==> src/rtl/adaptive_mean_threshold_unit_defines.svh <==
// Assertion macros shared by the adaptive mean threshold RTL.
`ifndef ADAPTIVE_MEAN_THRESHOLD_UNIT_DEFINES_SVH
`define ADAPTIVE_MEAN_THRESHOLD_UNIT_DEFINES_SVH

`ifndef SYNTH
`define AMT_ASSERT_IMP(name, clk, rst, ante, cons) \
   name: assert property (@(posedge clk) disable iff (rst) (ante) |-> (cons)) \
      else $error("adaptive mean threshold check failed");
`define AMT_ASSERT_NEXT(name, clk, rst, ante, cons) \
   name: assert property (@(posedge clk) disable iff (rst) (ante) |=> (cons)) \
      else $error("adaptive mean threshold check failed");
`else
`define AMT_ASSERT_IMP(name, clk, rst, ante, cons)
`define AMT_ASSERT_NEXT(name, clk, rst, ante, cons)
`endif

`endif

==> src/rtl/amt_pkg.sv <==
// Shared types and constants of the adaptive mean threshold unit.
`default_nettype none

package amt_pkg;

   localparam int DEF_MAX_WIDTH  = 1024;
   localparam int DEF_MAX_RADIUS = 15;
   localparam int MAX_HEIGHT     = 4096;

   localparam int PIX_W      = 8;
   localparam int CFG_W_W    = 11;
   localparam int CFG_H_W    = 13;
   localparam int CFG_R_W    = 4;
   localparam int CFG_TAU_W  = 9;
   localparam int CSR_IDX_W  = 3;
   localparam int CSR_DATA_W = 13;

   localparam int Y_W    = 12;  // row index inside a frame
   localparam int SPAN_W = 5;   // window offset 0 .. 2r
   localparam int S2_W   = 10;  // window area up to 31 * 31
   localparam int SUM_W  = 18;  // window sum plus rounding term
   localparam int CMP_W  = 11;

   localparam logic [CFG_W_W-1:0]   RST_WIDTH  = 11'd640;
   localparam logic [CFG_H_W-1:0]   RST_HEIGHT = 13'd480;
   localparam logic [CFG_R_W-1:0]   RST_RADIUS = 4'd1;
   localparam logic [CFG_TAU_W-1:0] RST_TAU    = 9'd0;
   localparam logic [PIX_W-1:0]     RST_MAXV   = 8'd255;

   typedef enum logic [CSR_IDX_W-1:0] {
      REG_FRAME_WIDTH   = 3'd0,
      REG_FRAME_HEIGHT  = 3'd1,
      REG_WINDOW_RADIUS = 3'd2,
      REG_TAU_OFFSET    = 3'd3,
      REG_MAX_VALUE     = 3'd4,
      REG_INVERT        = 3'd5
   } csr_index_type;

   typedef enum logic [4:0] {
      ST_IDLE   = 5'b00001,
      ST_DECIDE = 5'b00010,
      ST_SCAN   = 5'b00100,
      ST_DIVIDE = 5'b01000,
      ST_EMIT   = 5'b10000
   } state_type;

   typedef struct packed {
      logic             start;
      logic [SUM_W-1:0] numer;
      logic [S2_W-1:0]  denom;
   } div_req_type;

   typedef struct packed {
      logic             done;
      logic [SUM_W-1:0] quotient;
   } div_rsp_type;

endpackage

`default_nettype wire

==> src/rtl/amt_divider.sv <==
// Restoring divider that forms the rounded window mean, one quotient bit per cycle.
`default_nettype none

module amt_divider (
   input  wire logic                 clock,
   input  wire logic                 reset,
   input  wire amt_pkg::div_req_type req,
   output      amt_pkg::div_rsp_type rsp
);
   import amt_pkg::*;

   localparam int CNT_W = $clog2(SUM_W + 1);

   logic [SUM_W-1:0] quot_ff, quot_in;
   logic [S2_W:0]    rem_ff, rem_in;
   logic [S2_W-1:0]  den_ff, den_in;
   logic [CNT_W-1:0] cnt_ff, cnt_in;
   logic             busy_ff, busy_in;
   logic             done_ff, done_in;
   logic [S2_W:0]    trial;

   always_comb begin
      quot_in = quot_ff;
      rem_in  = rem_ff;
      den_in  = den_ff;
      cnt_in  = cnt_ff;
      busy_in = busy_ff;
      done_in = 1'b0;
      trial   = {rem_ff[S2_W-1:0], quot_ff[SUM_W-1]};
      if (req.start) begin
         quot_in = req.numer;
         rem_in  = '0;
         den_in  = req.denom;
         cnt_in  = CNT_W'(SUM_W);
         busy_in = 1'b1;
      end else if (busy_ff) begin
         if (trial >= {1'b0, den_ff}) begin
            rem_in  = trial - {1'b0, den_ff};
            quot_in = {quot_ff[SUM_W-2:0], 1'b1};
         end else begin
            rem_in  = trial;
            quot_in = {quot_ff[SUM_W-2:0], 1'b0};
         end
         cnt_in = cnt_ff - 1'b1;
         if (cnt_ff == CNT_W'(1)) begin
            busy_in = 1'b0;
            done_in = 1'b1;
         end
      end
   end

   always_ff @(posedge clock) begin
      if (reset) begin
         busy_ff <= 1'b0;
         done_ff <= 1'b0;
         cnt_ff  <= '0;
      end else begin
         busy_ff <= busy_in;
         done_ff <= done_in;
         cnt_ff  <= cnt_in;
      end
      quot_ff <= quot_in;
      rem_ff  <= rem_in;
      den_ff  <= den_in;
   end

   assign rsp.done     = done_ff;
   assign rsp.quotient = quot_ff;

endmodule

`default_nettype wire
==> config.mk <==
export PLATFORM = sky130hd
export DESIGN_NAME = amt_divider
export DESIGN_NICKNAME = d
export VERILOG_FILES = /design/src/rtl/adaptive_mean_threshold_unit_defines.svh /design/src/rtl/amt_pkg.sv /design/src/rtl/amt_divider.sv
export SDC_FILE = /design/constraint.sdc
export NUM_CORES = 1
export LEC_CHECK = 0
export BUFFER_PORTS_ARGS = -buffer_cell sky130_fd_sc_hd__buf_4
export CORE_MARGIN = 2
export CORE_UTILIZATION = 55
export CTS_CLUSTER_DIAMETER = 100
export CTS_CLUSTER_SIZE = 12
export DETAILED_ROUTE_END_ITERATION = 7
export PLACE_DENSITY = 0.86
export SETUP_SLACK_MARGIN = 0.4
export SYNTH_ARGS = -nofsm -noshare
export SYNTH_HDL_FRONTEND = slang
export SYNTH_SLANG_ARGS = --single-unit
==> constraint.sdc <==
create_clock -name clock -period 5.7 [get_ports clock]
set_clock_uncertainty 0.15 [all_clocks]
set_input_delay 1.14 -clock clock [delete_from_list [all_inputs] [get_ports clock]]
set_output_delay 1.14 -clock clock [all_outputs]
set_load 0.02 [all_outputs]
## Word level (Yosys, flattened, before mapping)

Index checks and enable logic that the tools add are counted.

- Add/sub/neg operators: 2
- Multipliers: 0
- Divide/modulo/power cells: 0
- Order comparisons: 1
- Eq/ne operators: 1
- Shift operators: 0
- Muxes and demuxes: 10
- Bitwise operators: 1
- Reduce and logical (&&, ||, !) cells: 3

Operator list:

| cell | number |
|---|---|
| two-way mux 18 bit | 2 |
| >= comparator 11 x 10 -> 1 bit | 1 |
| two-way mux 10 bit | 1 |
| two-way mux 5 bit | 2 |
| subtractor 10 bit | 1 |
| == test 5 x 1 -> 1 bit (second input constant) | 1 |
| two-way mux 1 bit | 5 |
| subtractor 5 x 1 -> 5 bit (second input constant) | 1 |
| OR reduction 3 bit | 1 |
| nonzero test 2 bit | 1 |
| OR reduction 2 bit | 1 |
| inverter 1 bit | 1 |

- Register bits after elaboration: 45
- Bits in latches: 0
- RAM bits: 0
- Memory bits (read-only): 0
- Input bits: 31
- Output and inout port bits: 19
- Word-level logic and storage cells: 25
- Memories kept: 0

## Depth between registers and ports, before layout

- Depth after elaboration: 4
- Mapped depth: 10
- Depth with buffers taken out: 10

## Worst setup path after synthesis

OpenSTA, ideal clock, no wires.

- Kind: input to register
- Start point: in req[28] (netlist bit)
- End point: reg quot_ff[0], enable pin
- Setup time: 0.340 ns
- Arrival: 2.094 ns
- Data required time: 5.210 ns
- Setup slack: 3.116 ns
- Stages: 3
- Buffers on the path: 2
- Path through: clkbuf_1 buf_1 or2_2

- Word-level cells in the longest chain between the ends: 1

Ends and longest elaborated chain:

| element | line | RTL |
|---|---|---|
| start, declared | amt_divider.sv:7 | `input wire amt_pkg::div_req_type req,` |
| nonzero test 2 bit (no line) | -- |  |
| end signal, assigned | amt_divider.sv:62 | `quot_ff <= quot_in;` |
| end, declared | amt_divider.sv:14 | `logic [SUM_W-1:0] quot_ff, quot_in;` |

Every way passes these cells.
A chain may end at the register's enable or synchronous reset.

## Final worst setup path

- Start point: reg quot_ff[17]
- End point: reg rem_ff[8]

- Word-level cells in the longest chain between the ends: 2
- Elaborated cells on any way between the ends: 3
- Classes of those cells: add/sub (1); order compare (1); mux (1)

Ends and longest elaborated chain:

| element | line | RTL |
|---|---|---|
| subtractor 10 bit or >= comparator 11 x 10 -> 1 bit (tied branches) | amt_divider.sv:38, amt_divider.sv:37 |  |
| two-way mux 10 bit (*) | amt_divider.sv:37 | `if (trial >= {1'b0, den_ff}) begin` |
| end signal, assigned | amt_divider.sv:63 | `rem_ff <= rem_in;` |
| end, declared | amt_divider.sv:15 | `logic [S2_W:0] rem_ff, rem_in;` |

Mark *: on every way between the ends. The rest lies on a longest branch, timed or not.

==> flow_summary_export.csv <==
group,metric,value,unit
run_status,outcome,"complete, no violations",
power_and_ir_drop,power_frac_clock,25.0,%
detailed_routing,met2WireLength,2445,um
sta,min_period_over_period,45.62,%
power_and_ir_drop,leakagePower,1.162,nW
synthesis,ys_ff_latch,45,
grt,grt_overflow,0,
critical_path,worstPathArrival,2.66,ns
sta,fmax,384.6,MHz
power_and_ir_drop,p_switching,233.3,uW
critical_path,start_kind,"register",
placement,gp_congestion,0.8490,
clock_tree,clk_pin_slew,0.08,ns
clock_tree,root_buffer,"clkbuf_8",
synthesis,synth_top_area_cell,"edfxtp_1",
detailed_routing,routed.top_layer,"met4",
synthesis,synthTopCellsByCount,"edfxtp_1 (28), mux2_2 (19), nor2_1 (19)",
synthesis,synth_edf_count,28,
detailed_routing,drt-wirelength-per-cell,15.69,um
synthesis,avgSynthCellArea,11.45,um^2
detailed_routing,routed_wirelength,4737,um
detailed_routing,antenna_left,0,
sta,finalHoldViolations,0,
clock_tree,cts_hold_buffers,0,
power_and_ir_drop,power.share.sequential,50.5,%
placement,dp_hpwl,3431,um
clock_tree,cts_setup_buffers,0,
sta,worstMarginPinSlew,0.9896,ns
clock_tree,insertion_delay,0.30,ns
clock_tree,cts_htree_levels,2,
die,die_x,69.02,um
die,die_area,4763,um^2
finish,drive_above_1_share,33.73,%
clock_tree,clkSinkCount,45,
sta,rsz0062_at_grt,"no",
synthesis,ys.flop_type,"edfxtp_1",
critical_path,critPathMaxFanout,3,
finish,area_growth,20.83,%
clock_tree,clockBufferDepth,2,
critical_path,critPathKind,"register to register",
sta,min_period,2.600,ns
die,die_h,69.02,um
power_and_ir_drop,power_density,281.8,nW/um^2
clock_tree,cts_made_buffers,5,
job,drv_cap,0,
critical_path,worstPathRequired,5.76,ns
sta,relSlewSlack,33.93,%
sta,setup_violations,0,
power_and_ir_drop,power.total,791.4,uW
finish,nNetsFinal,295,
grt,grt_max_degree,49,
placement,io_buffer_count,49,
grt,track_usage,21.26,%
sta,hold_slack,0.3603,ns
synthesis,synth_most_common_cell,"edfxtp_1",
detailed_routing,wl_met3,254,um
sta,final.setup.tns,0,ns
detailed_routing,met1_length,1919,um
sta,slew_viol_final,0,
die,core_area,4029,um^2
grt,grt_pass1_vias,1710,
power_and_ir_drop,p_int,558.2,uW
min_path,hold_class,"register to register",
detailed_routing,vias,1742,
power_and_ir_drop,ir_drop,0.2187,mV
synthesis,yosysWarnings,0,
die,io_pins,50,
detailed_routing,drt_iter0_drc,116,
die,row_count,23,
grt,grt_first_pass_wirelength,8190,um
grt,antenna_found_initial,0,
clock_tree,cts_resized,0,
synthesis,syn_inst,203,
power_and_ir_drop,p_comb_share,24.5,%
detailed_routing,drtPass1Iterations,4,
die,start_util,57.70,%
critical_path,cp-end-kind,"register",
detailed_routing,drcViolationCount,0,
synthesis,yosysSeqAreaShare,50.81,%
synthesis,syn_nets,247,
synthesis,synthArstFlopShare,0,%
synthesis,yosysTopAreaCellShare,36.17,%
detailed_routing,vias_per_cell,5.768,
clock_tree,cts_tree,"done",
synthesis,syn_area,2325,um^2
synthesis,synth_area_leaders,"edfxtp_1 (36%), dfxtp_1 (15%), mux2_2 (9.2%), ha_1 (6.5%), nor2_1 (3.1%)",
power_and_ir_drop,switching_share,29.47,%
finish,antenna_cells,0,
synthesis,ys_types,46,
area by class of cell:
type,count,area (um^2)
Fill cell,327,1220
Clock inverter,2,15.01
Timing Repair Buffer,49,367.9
Sequential cell,45,1181
Tap cell,50,62.56
Inverter,13,48.80
Clock buffer,6,72.57
Multi-Input combinational cell,137,1061
final timing paths:
path | start | to | slack (ns) | depth (start not counted)
max reg2reg | quot_ff[17] | rem_ff[8] | 3.10 | 10
min reg2reg | rem_ff[2] | rem_ff[3] | 0.36 | 2
min | rem_ff[2] | rem_ff[3] | 0.36 | 2
max | quot_ff[17] | rem_ff[8] | 3.10 | 10
flip-flops by register name, summed over array words and instances (netlist names):
name / flops
rem_ff: 10
quot_ff: 18
den_ff: 10
cnt_ff: 5
busy_ff: 1
done_ff: 1
logic make-up (layout without fill, tap and decap cells):
kind of cell / Yosys count / after routing / share of synthesized area [%]
adders and majority gates: 13 / 13 / 7.320
DFF: 45 / 45 / 50.81
muxes: 19 / 19 / 9.204
AOI/OAI and AO/OA: 39 / 39 / 12.92
buffers and inverters: 21 / 70 / 3.552
xor gates and xnor gates: 11 / 11 / 4.144
and+or+nand+nor: 55 / 55 / 12.06
placed cells by master, fill, tap and decap left out, types with 2 or more instances in the layout:
master       n
a311oi_1     4
o21bai_1     2
a21o_1       2
inv_1       13
buf_4       49
nor4b_1      2
mux2_2      19
o21ai_0      2
ha_1        12
a31oi_1      2
nor3_1       6
nand2_1     12
nand3_1      2
o22ai_1      4
nor2b_1      3
nor2_1      19
a21oi_1      8
clkbuf_8     5
edfxtp_1    28
dfxtp_1     17
a211oi_1     5
xnor2_1      5
xor2_1       6
clkinvlp_4   2
metrics by stage:
stage	setup slack, ns	cell area [um^2]	cells	utilization, %
2_1_floorplan	3.116	2325	203	-
3_3_place_gp	3.110	2721	294	67.55
3_5_place_dp	3.077	2721	294	67.55
4_1_cts	3.091	2809	302	69.72
5_1_grt	2.889	2809	302	69.72
6_report	3.100	2809	302	69.72
critical path: stages (launching register included):
cell and delay (ns):
edfxtp_1 0.39, inv_1 0.08, ha_1 0.15, inv_1 0.05, fa_1 0.41, a211oi_1 0.29, nor2_1 0.12, o41ai_1 0.37
xnor2_1 0.16, nand2_1 0.08, a311oi_1 0.25
power groups by stage:
stage	combinational (mW)	clock, mW	sequential [mW]
final	0.194	0.198	0.399
after global placement	0.187	0	0.405
after floorplan	0.118	0	0.417
after CTS	0.195	0.199	0.399
after detailed placement	0.194	0	0.406
after global routing	0.213	0.211	0.404
metal layers:
metal,vias up,global-route usage [%]
met5,-,0
met4,0,8.061
met2,57,35.58
li1,840,-
met1,835,26.44
met3,10,5.409
No activity file was read; power rests on OpenSTA's default activity.
